[config.mk]
export PLATFORM = sky130hd
export DESIGN_NAME = pgn_lexer_unit_flat
export DESIGN_NICKNAME = d
export VERILOG_FILES = /design/src/hw/rtl/pgnl_pkg.sv /design/src/hw/rtl/pgnl_if.sv /design/src/hw/rtl/pgnl_out_queue.sv /design/src/hw/rtl/pgn_lexer_unit.sv /design/src/flat_wrapper.sv
export SDC_FILE = /design/constraint.sdc
export NUM_CORES = 1
export LEC_CHECK = 0
export BUFFER_PORTS_ARGS = -buffer_cell sky130_fd_sc_hd__buf_2
export CORE_UTILIZATION = 30
export DETAILED_ROUTE_END_ITERATION = 7
export GPL_TIMING_DRIVEN = 0
export PLACE_DENSITY_LB_ADDON = 0.3
export SLEW_MARGIN = 5
export SYNTH_ARGS = -nofsm -noshare
export SYNTH_HDL_FRONTEND = slang
export SYNTH_SLANG_ARGS = --single-unit
[constraint.sdc]
create_clock -name clk -period 1.55 [get_ports clk]
set_input_delay 0.155 -clock clk [delete_from_list [all_inputs] [get_ports clk]]
set_output_delay 0.155 -clock clk [all_outputs]
set_load 0.005 [all_outputs]
[src/hw/rtl/pgnl_pkg.sv]
package pgnl_pkg;

	localparam int POS_BITS_DEF = 16;

	typedef enum logic [2:0] {
		LX_OUT   = 3'd0,
		LX_STR   = 3'd1,
		LX_BRACE = 3'd2,
		LX_SEMI  = 3'd3,
		LX_SYM   = 3'd4
	} lex_state_t;

	typedef enum logic [1:0] {
		K_VALUE = 2'd0,
		K_TOKEN = 2'd1,
		K_ERROR = 2'd2
	} kind_t;

	localparam logic [2:0] TT_OPEN = 3'd0;
	localparam logic [2:0] TT_CLOSE = 3'd1;
	localparam logic [2:0] TT_TAG_NAME = 3'd2;
	localparam logic [2:0] TT_TAG_VALUE = 3'd3;
	localparam logic [2:0] TT_COMMENT = 3'd4;
	localparam logic [2:0] TT_MOVE_NUM = 3'd5;
	localparam logic [2:0] TT_MOVE = 3'd6;
	localparam logic [2:0] TT_RESULT = 3'd7;

	localparam logic [1:0] EC_BAD_CHAR = 2'd0;
	localparam logic [1:0] EC_BAD_START = 2'd1;
	localparam logic [1:0] EC_UNKNOWN = 2'd2;
	localparam logic [1:0] EC_NO_TERM = 2'd3;

	localparam logic [4:0] MV_DEAD = 5'd31;
	localparam logic [3:0] RS_DEAD = 4'd15;
	localparam logic [1:0] NM_DEAD = 2'd3;

	typedef struct packed {
		logic [7:0] in_byte;
		logic       end_of_text;
	} in_item_t;

	typedef struct packed {
		logic [1:0]  kind;
		logic [7:0]  value_char;
		logic [2:0]  token_type;
		logic [1:0]  error_code;
		logic [15:0] line_number;
		logic [15:0] column_number;
		logic        last;
	} out_item_t;

	// symbol classification state
	typedef struct packed {
		logic [4:0] mv;
		logic [3:0] rs;
		logic [1:0] nm;
		logic       word;
	} sym_t;

	function automatic logic is_digit(input logic [7:0] c);
		return c >= "0" && c <= "9";
	endfunction

	function automatic logic is_alpha(input logic [7:0] c);
		return (c >= "a" && c <= "z") || (c >= "A" && c <= "Z");
	endfunction

	function automatic logic is_word(input logic [7:0] c);
		return is_digit(c) || is_alpha(c) || c == "_";
	endfunction

	function automatic logic is_sym_char(input logic [7:0] c);
		return is_word(c) || c == "+" || c == "-" || c == "." || c == ":" || c == "#"
			|| c == "=" || c == "/";
	endfunction

	function automatic logic is_piece(input logic [7:0] c);
		return c == "B" || c == "K" || c == "N" || c == "P" || c == "Q" || c == "R";
	endfunction

	function automatic logic is_file(input logic [7:0] c);
		return c >= "a" && c <= "h";
	endfunction

	function automatic logic is_rank(input logic [7:0] c);
		return c >= "1" && c <= "8";
	endfunction

	function automatic logic is_check(input logic [7:0] c);
		return c == "+" || c == "#";
	endfunction

	function automatic logic [4:0] move_next(input logic [4:0] s, input logic [7:0] c);
		logic [4:0] n;
		n = MV_DEAD;
		case (s)
			5'd0: begin
				if (is_piece(c)) n = 5'd1;
				else if (is_file(c)) n = 5'd2;
				else if (is_rank(c)) n = 5'd4;
				else if (c == "x") n = 5'd5;
				else if (c == "O") n = 5'd11;
			end
			5'd1: begin
				if (is_file(c)) n = 5'd2;
				else if (is_rank(c)) n = 5'd4;
				else if (c == "x") n = 5'd5;
			end
			5'd2: begin
				if (is_rank(c)) n = 5'd3;
				else if (is_file(c)) n = 5'd6;
				else if (c == "x") n = 5'd5;
			end
			5'd3: begin
				if (is_file(c)) n = 5'd6;
				else if (c == "x") n = 5'd5;
				else if (c == "=") n = 5'd8;
				else if (is_check(c)) n = 5'd10;
			end
			5'd4: begin
				if (c == "x") n = 5'd5;
				else if (is_file(c)) n = 5'd6;
			end
			5'd5: if (is_file(c)) n = 5'd6;
			5'd6: if (is_rank(c)) n = 5'd7;
			5'd7: begin
				if (c == "=") n = 5'd8;
				else if (is_check(c)) n = 5'd10;
			end
			5'd8: if (is_piece(c)) n = 5'd9;
			5'd9: if (is_check(c)) n = 5'd10;
			5'd11: if (c == "-") n = 5'd12;
			5'd12: if (c == "O") n = 5'd13;
			5'd13: if (c == "-") n = 5'd14;
			5'd14: if (c == "O") n = 5'd15;
			default: n = MV_DEAD;
		endcase
		return n;
	endfunction

	function automatic logic [3:0] result_next(input logic [3:0] s, input logic [7:0] c);
		logic [3:0] n;
		n = RS_DEAD;
		case (s)
			4'd0: begin
				if (c == "0") n = 4'd1;
				else if (c == "1") n = 4'd4;
			end
			4'd1: if (c == "-") n = 4'd2;
			4'd2: if (c == "1") n = 4'd3;
			4'd4: begin
				if (c == "-") n = 4'd5;
				else if (c == "/") n = 4'd7;
			end
			4'd5: if (c == "0") n = 4'd6;
			4'd7: if (c == "2") n = 4'd8;
			4'd8: if (c == "-") n = 4'd9;
			4'd9: if (c == "1") n = 4'd10;
			4'd10: if (c == "/") n = 4'd11;
			4'd11: if (c == "2") n = 4'd12;
			default: n = RS_DEAD;
		endcase
		return n;
	endfunction

	function automatic logic [1:0] number_next(input logic [1:0] s, input logic [7:0] c);
		logic [1:0] n;
		n = NM_DEAD;
		case (s)
			2'd0: if (is_digit(c)) n = 2'd1;
			2'd1: begin
				if (is_digit(c)) n = 2'd1;
				else if (c == ".") n = 2'd2;
			end
			2'd2: if (c == ".") n = 2'd2;
			default: n = NM_DEAD;
		endcase
		return n;
	endfunction

	function automatic sym_t feed(input sym_t s, input logic [7:0] c);
		sym_t n;
		n.mv = move_next(s.mv, c);
		n.rs = result_next(s.rs, c);
		n.nm = number_next(s.nm, c);
		n.word = s.word & is_word(c);
		return n;
	endfunction

endpackage

[src/hw/rtl/pgnl_if.sv]
interface pgnl_if #(
	parameter type payload_t = logic
);
	logic     valid;
	logic     ready;
	payload_t payload;

	modport source (output valid, output payload, input ready);
	modport sink (input valid, input payload, output ready);
endinterface

[src/hw/rtl/pgnl_out_queue.sv]
// Holds up to four result items; a byte produces at most two.
module pgnl_out_queue (
	input  logic                clk,
	input  logic                arst_n,
	input  logic                wr_en,
	input  logic [1:0]          wr_count,
	input  pgnl_pkg::out_item_t wr_item0,
	input  pgnl_pkg::out_item_t wr_item1,
	output logic                has_room,
	pgnl_if.source              dout
);
	import pgnl_pkg::*;

	out_item_t  slot_q [4];
	logic [1:0] rd_q;
	logic [1:0] wr_q;
	logic [2:0] cnt_q;
	logic       pop;
	logic [2:0] push_n;

	assign pop = dout.valid && dout.ready;
	assign dout.valid = cnt_q != 3'd0;
	assign dout.payload = slot_q[rd_q];
	assign push_n = wr_en ? {1'b0, wr_count} : 3'd0;
	// room for two more after this cycle's push and pop
	assign has_room = (cnt_q + push_n) <= (3'd2 + {2'b00, pop});

	always_ff @(posedge clk or negedge arst_n) begin
		if (!arst_n) begin
			rd_q <= '0;
			wr_q <= '0;
			cnt_q <= '0;
		end else begin
			if (pop) rd_q <= rd_q + 2'd1;
			wr_q <= wr_q + push_n[1:0];
			cnt_q <= cnt_q + push_n - {2'b00, pop};
		end
	end

	always_ff @(posedge clk) begin
		if (wr_en && wr_count != 2'd0) slot_q[wr_q] <= wr_item0;
		if (wr_en && wr_count == 2'd2) slot_q[wr_q + 2'd1] <= wr_item1;
	end
endmodule

[src/hw/rtl/pgn_lexer_unit.sv]
// channel | dir | payload
// din     | in  | in_byte, end_of_text
// dout    | out | kind, value_char, token_type, error_code, line_number,
//         |     | column_number, last
// One byte per cycle: the byte is registered, decoded by shallow logic and its
// zero to two results pushed into a four-entry output queue; the first result
// can leave in the cycle after the byte is registered. Input stalls only when the
// queue, after this cycle's push and pop, could not take two more items. Reset
// clears lexer state and queue; after an error the block takes bytes and drops
// them until reset.
module pgn_lexer_unit #(
	parameter int POS_BITS = pgnl_pkg::POS_BITS_DEF
) (
	input logic    clk,
	input logic    arst_n,
	pgnl_if.sink   din,
	pgnl_if.source dout
);
	import pgnl_pkg::*;

	localparam logic [POS_BITS-1:0] POS_MAX = '1;
	localparam logic [POS_BITS-1:0] POS_ONE = POS_BITS'(1);

	logic          v_s1;
	in_item_t      it_s1;
	logic          room;

	lex_state_t    lx_q;
	logic          halt_q;
	logic          bs_q;
	logic [POS_BITS-1:0] line_q;
	logic [POS_BITS-1:0] col_q;
	sym_t          sym_q;

	lex_state_t    lx_n;
	logic          halt_n;
	logic          bs_n;
	logic [POS_BITS-1:0] line_n;
	logic [POS_BITS-1:0] col_n;
	sym_t          sym_n;
	logic [1:0]    cnt;
	out_item_t     r0;
	out_item_t     r1;

	assign din.ready = room;

	always_ff @(posedge clk or negedge arst_n) begin
		if (!arst_n) v_s1 <= 1'b0;
		else v_s1 <= din.valid && din.ready;
	end

	always_ff @(posedge clk) begin
		if (din.valid && din.ready) it_s1 <= din.payload;
	end

	always_comb begin
		logic [7:0] c;
		logic       outside;
		logic [2:0] tt;
		logic       good;
		logic [POS_BITS-1:0] colx;
		logic [1:0] k [2];
		logic [7:0] vc [2];
		logic [2:0] tk [2];
		logic [1:0] ec [2];
		logic [15:0] ln [2];
		c = it_s1.in_byte;
		lx_n = lx_q;
		halt_n = halt_q;
		bs_n = bs_q;
		sym_n = sym_q;
		cnt = 2'd0;
		outside = 1'b0;
		tt = TT_OPEN;
		good = 1'b0;
		k[0] = K_VALUE; k[1] = K_VALUE;
		vc[0] = '0; vc[1] = '0;
		tk[0] = '0; tk[1] = '0;
		ec[0] = '0; ec[1] = '0;
		ln[0] = 16'(line_q); ln[1] = 16'(line_q);
		colx = (col_q < POS_MAX) ? col_q + POS_ONE : col_q;
		col_n = colx;
		line_n = line_q;

		if (v_s1 && !halt_q) begin
			if (!((c >= 8'h09 && c <= 8'h0D) || (c >= 8'h20 && c <= 8'h7E))) begin
				k[0] = K_ERROR; ec[0] = EC_BAD_CHAR; cnt = 2'd1; halt_n = 1'b1;
			end else begin
				case (lx_q)
					LX_STR: begin
						cnt = 2'd1;
						if (c == "\"" && !bs_q) begin
							k[0] = K_TOKEN; tk[0] = TT_TAG_VALUE; lx_n = LX_OUT;
						end else begin
							vc[0] = c; bs_n = (c == "\\") && !bs_q;
						end
					end
					LX_BRACE: begin
						cnt = 2'd1;
						if (c == "}") begin
							k[0] = K_TOKEN; tk[0] = TT_COMMENT; lx_n = LX_OUT;
						end else vc[0] = c;
					end
					LX_SEMI: begin
						cnt = 2'd1;
						if (c == 8'h0A) begin
							k[0] = K_TOKEN; tk[0] = TT_COMMENT; lx_n = LX_OUT;
						end else vc[0] = c;
					end
					LX_SYM: begin
						if (is_sym_char(c)) begin
							sym_n = feed(sym_q, c); vc[0] = c; cnt = 2'd1;
						end else begin
							good = 1'b1;
							if (sym_q.rs == 4'd3 || sym_q.rs == 4'd6 || sym_q.rs == 4'd12)
								tt = TT_RESULT;
							else if (sym_q.nm == 2'd2) tt = TT_MOVE_NUM;
							else if (sym_q.mv == 5'd3 || sym_q.mv == 5'd7 || sym_q.mv == 5'd9
								|| sym_q.mv == 5'd10 || sym_q.mv == 5'd13
								|| sym_q.mv == 5'd15) tt = TT_MOVE;
							else if (sym_q.word) tt = TT_TAG_NAME;
							else good = 1'b0;
							cnt = 2'd1;
							if (good) begin
								k[0] = K_TOKEN; tk[0] = tt; lx_n = LX_OUT; outside = 1'b1;
							end else begin
								k[0] = K_ERROR; ec[0] = EC_UNKNOWN; halt_n = 1'b1;
							end
						end
					end
					default: begin
						lx_n = LX_OUT; outside = 1'b1;
					end
				endcase
				if (outside) begin
					// reprocess the byte as outside any lexeme, into slot cnt
					if (c == "[" || c == "]" || c == "*") begin
						k[cnt[0]] = K_TOKEN; vc[cnt[0]] = c;
						tk[cnt[0]] = (c == "[") ? TT_OPEN : (c == "]") ? TT_CLOSE : TT_RESULT;
						cnt = cnt + 2'd1;
					end else if (c == "\"") begin
						lx_n = LX_STR; bs_n = 1'b0;
					end else if (c == "{") lx_n = LX_BRACE;
					else if (c == ";") lx_n = LX_SEMI;
					else if (is_digit(c) || is_alpha(c)) begin
						lx_n = LX_SYM;
						sym_n = feed('{mv: 5'd0, rs: 4'd0, nm: 2'd0, word: 1'b1}, c);
						k[cnt[0]] = K_VALUE; vc[cnt[0]] = c;
						cnt = cnt + 2'd1;
					end else if (!((c >= 8'h09 && c <= 8'h0D) || c == " ")) begin
						k[cnt[0]] = K_ERROR; ec[cnt[0]] = EC_BAD_START;
						cnt = cnt + 2'd1; halt_n = 1'b1;
					end
				end
			end
			if (!halt_n && c == 8'h0A) begin
				if (line_q < POS_MAX) line_n = line_q + POS_ONE;
				col_n = '0;
			end
			if (!halt_n && it_s1.end_of_text) begin
				if (lx_n != LX_OUT) begin
					k[cnt[0]] = K_ERROR; ec[cnt[0]] = EC_NO_TERM;
					vc[cnt[0]] = '0; tk[cnt[0]] = '0;
					ln[cnt[0]] = 16'(line_n);
					cnt = cnt + 2'd1; halt_n = 1'b1;
				end else begin
					line_n = POS_ONE; col_n = '0;
				end
			end
		end else begin
			col_n = col_q;
		end

		r0 = '{kind: k[0], value_char: vc[0], token_type: tk[0], error_code: ec[0],
			line_number: ln[0], column_number: 16'(colx), last: cnt == 2'd1};
		r1 = '{kind: k[1], value_char: vc[1], token_type: tk[1], error_code: ec[1],
			line_number: ln[1], column_number: 16'(colx), last: 1'b1};
		// error at end of text reports the position after a line feed
		if (cnt == 2'd1 && k[0] == K_ERROR && ec[0] == EC_NO_TERM && c == 8'h0A)
			r0.column_number = '0;
		if (cnt == 2'd2 && k[1] == K_ERROR && ec[1] == EC_NO_TERM && c == 8'h0A)
			r1.column_number = '0;
	end

	always_ff @(posedge clk or negedge arst_n) begin
		if (!arst_n) begin
			lx_q <= LX_OUT;
			halt_q <= 1'b0;
			bs_q <= 1'b0;
			line_q <= POS_ONE;
			col_q <= '0;
			sym_q <= '{mv: 5'd0, rs: 4'd0, nm: 2'd0, word: 1'b1};
		end else begin
			lx_q <= lx_n;
			halt_q <= halt_n;
			bs_q <= bs_n;
			line_q <= line_n;
			col_q <= col_n;
			sym_q <= sym_n;
		end
	end

	pgnl_out_queue u_queue (
		.clk      (clk),
		.arst_n   (arst_n),
		.wr_en    (v_s1),
		.wr_count (cnt),
		.wr_item0 (r0),
		.wr_item1 (r1),
		.has_room (room),
		.dout     (dout)
	);
endmodule
[src/flat_wrapper.sv]
// flat-port wrapper written by rule: the top's interface ports become plain ports
module pgn_lexer_unit_flat import pgnl_pkg::*;
#(
	parameter int POS_BITS = pgnl_pkg::POS_BITS_DEF
)
  (clk, arst_n, din_valid, din_payload, din_ready, dout_valid, dout_payload, dout_ready);
  pgnl_if din_i ();
  pgnl_if dout_i ();
  input logic clk;
  input logic arst_n;
  input wire logic [$bits(din_i.valid)-1:0] din_valid;
  input wire logic [$bits(din_i.payload)-1:0] din_payload;
  output wire logic [$bits(din_i.ready)-1:0] din_ready;
  output wire logic [$bits(dout_i.valid)-1:0] dout_valid;
  output wire logic [$bits(dout_i.payload)-1:0] dout_payload;
  input wire logic [$bits(dout_i.ready)-1:0] dout_ready;
  assign din_i.valid = din_valid;
  assign din_i.payload = din_payload;
  assign din_ready = din_i.ready;
  assign dout_valid = dout_i.valid;
  assign dout_payload = dout_i.payload;
  assign dout_i.ready = dout_ready;
  pgn_lexer_unit #(.POS_BITS(POS_BITS)) u_core (.clk(clk), .arst_n(arst_n), .din(din_i), .dout(dout_i));
endmodule
==> flow_summary.yaml <==
run_status:
  status: "finished, violations left"
  violations: "setup timing"
power:
  p_total_w: 0.00135
  ir_worst_vdd_uv: 763
  switching_share_pct: 31.4
  seqPwrFrac_pct: 41.0
  combPwrFrac_pct: 44.2
  p_switching_w: 0.000423
  power_per_cell_area_mw_per_mm2: 1700
  p_clk_share_pct: 14.8
  leakagePower_nw: 0.357
  p_int_w: 0.000926
synthesis:
  synth-async-reset-ratio_pct: 69.2
  synth_largest_area_cell: "dfrtp_1"
  ys_warn_count: 0
  synth_edf_count: 4
  avgSynthCellArea_sq_um: 14.8
  netlist_area_sq_um: 592
  synth_top_area_share_pct: 38.1
  synthDistinctLibCells: 17
  yosysSeqAreaShare_pct: 58.4
  synth_flop_cell: "dfrtp_1"
  synthTopCellsByCount: "9 x dfrtp_1, 5 x ha_1, 4 x edfxtp_1, 4 x inv_1"
  ys_top_cells_by_area: "dfrtp_1 38%, edfxtp_1 20%, ha_1 11%, xor2_1 4.4%, mux4_2 3.8%"
  synth-seq-cells: 13
  synthCells: 40
  yosysMostFrequentCell: "dfrtp_1"
  syn_nets: 50
cts:
  cts_tree: "done"
  clk_root_buffer_cell: "clkbuf_4"
  cts_buffers: 3
  cts_htree_levels: 1
  clk_path_buf_depth: 2
  clk_latency_ps: 260
  path_clk_slew_ps: 80
  clock-sinks: 13
routing:
  route.detailed.drc: 0
  wirelength_um: 862
  route.vias.total: 358
  antenna_left: 0
  wl_per_cell_um: 10.4
  drt-initial-drc-count: 4
  vias_per_cell: 4.31
  drtPass1Iterations: 2
sta:
  max_freq_ghz: 0.549
  tns_ps: -460
  fin_crit_ps: 1820
  tightest_slew_ps: 250
  fin_crit_sh_pct: 117
  rsz0062_at_grt: "yes"
  slew_headroom_pct: 83.3
  fin_worst_skew_ps: 3.05
  fin_ws_ps: -271
  hold_viol: 0
  setup_viol: 2
  drv_slew: 0
  whs_ps: 137
cells_and_area:
  drive_above_1_share_pct: 46.6
  multi_input_area_sq_um: 279
  antenna_cells: 0
  regArea_sq_um: 347
  fillers: 165
  syn_to_final_growth_pct: 34.2
  finalCoreUtilization_pct: 44.6
  layout.nets: 69
global_route:
  grt_max_degree: 10
  grt-ovfl-total: 0
  grt_pass1_vias: 328
  grt_pass1_wl_um: 1390
  antenna_found_initial: 0
  grt_use_total_pct: 9.93
die:
  core.rowCount: 15
  die_height_um: 46.4
  die_x_um: 46.4
  start_util_pct: 33.2
  die_area_sq_mm: 0.00215
  core_area_sq_mm: 0.00178
  io-pin-count: 8
placement:
  dp_hpwl_um: 563
  dp_slack_ps: -185
  routabilityCongestion: 0.631
  port_buffers: 6
setup_path:
  path_class: "reg -> out"
  critPathRequiredTime_ps: 1390
  cp_max_fo: 2
  cp_data_arrival_time_ps: 1670
  start_kind: "flop"
  crit_path_end_kind: "primary output"
flow_run:
  drv_cap: 0
hold_path:
  hold_class: "in -> reg"
## state kept, by name, indices dropped and copies added, names as in the netlist
register               flops
u_core.u_queue.cnt_q       3
u_core.u_queue.rd_q        2
u_core.u_queue.wr_q        2
u_core.v_s1                1
u_core.u_queue.slot_q      4
u_core.halt_q              1
## cell families after synthesis
kind of cell | synth area share (%)
compound gates | 4.23
xor+xnor | 8.67
fa+ha+maj | 10.6
buf+inv | 2.54
flops | 58.4
mux | 3.81
simple gates | 11.8
## worst max-delay path, stage by stage (launching register included)
cell and delay, ps:
dfrtp_1 380, nor2b_4 140, ha_4 260, inv_2 40
ha_4 220, nor3b_4 180, nor2_1 60, buf_2 130
## through the flow
stage                     instance area (sq um)  cells
final                                       795     83
after detailed placement                    661     71
after floorplan                             599     40
after global placement                      661     71
after CTS                                   787     83
after global routing                        795     83
## power by group through the flow
stage	registers (W)	logic (W)	clock network, W
floorplan	0.000554	0.000241	0
global placement	0.000576	0.000312	0
detailed placement	0.000578	0.000323	0
CTS	0.000551	0.000552	0.000208
global route	0.000570	0.000668	0.000222
finish	0.000553	0.000597	0.000200
## worst paths after layout
kind	from	to	slack, ps	depth (start not counted)
worst max-delay path	u_core.v_s1	din_ready	-270	7
worst min-delay path	din_valid	u_core.v_s1	140	2
worst max register to register	u_core.v_s1	u_core.v_s1	-190	9
worst min register to register	u_core.v_s1	u_core.halt_q	480	1
max in group asynchronous	arst_n	u_core.u_queue.cnt_q[0]	1100	2
min in group asynchronous	arst_n	u_core.u_queue.cnt_q[1]	260	2
## metal layers
metal	wire [um]	GRT usage, %	part of all wire (%)
met5	0	0	0
met1	384	12.0	45
met3	47	5.88	5.5
met2	430	15.3	50
met4	0	1.76	0
## layout by cell type, fill, tap and decap left out, types with 2 or more instances in the layout
master,count
and3b_1,2
buf_2,6
buf_4,6
clkbuf_4,3
dfrtp_1,8
edfxtp_1,4
ha_1,3
ha_4,2
inv_1,3
nor3b_1,2
xor2_1,3
## what timing repair did
action                                  4_1_cts  5_1_grt
hold endpoints to repair                      9        0
endpoints found under the setup margin        2        2
buffers inserted                              7        0
hold buffers                                  1        0
gates resized for setup                       6        2
pin swaps                                     2        1
## layout make-up
type | instances | share of cell area (%)
Clock buffer | 4 | 3.31
Inverter | 4 | 1.89
Multi-Input combinational cell | 23 | 35.1
Sequential cell | 13 | 43.6
Tap cell | 25 | 3.94
Timing Repair Buffer | 14 | 12.1
Power figures use the tool's default switching activity.
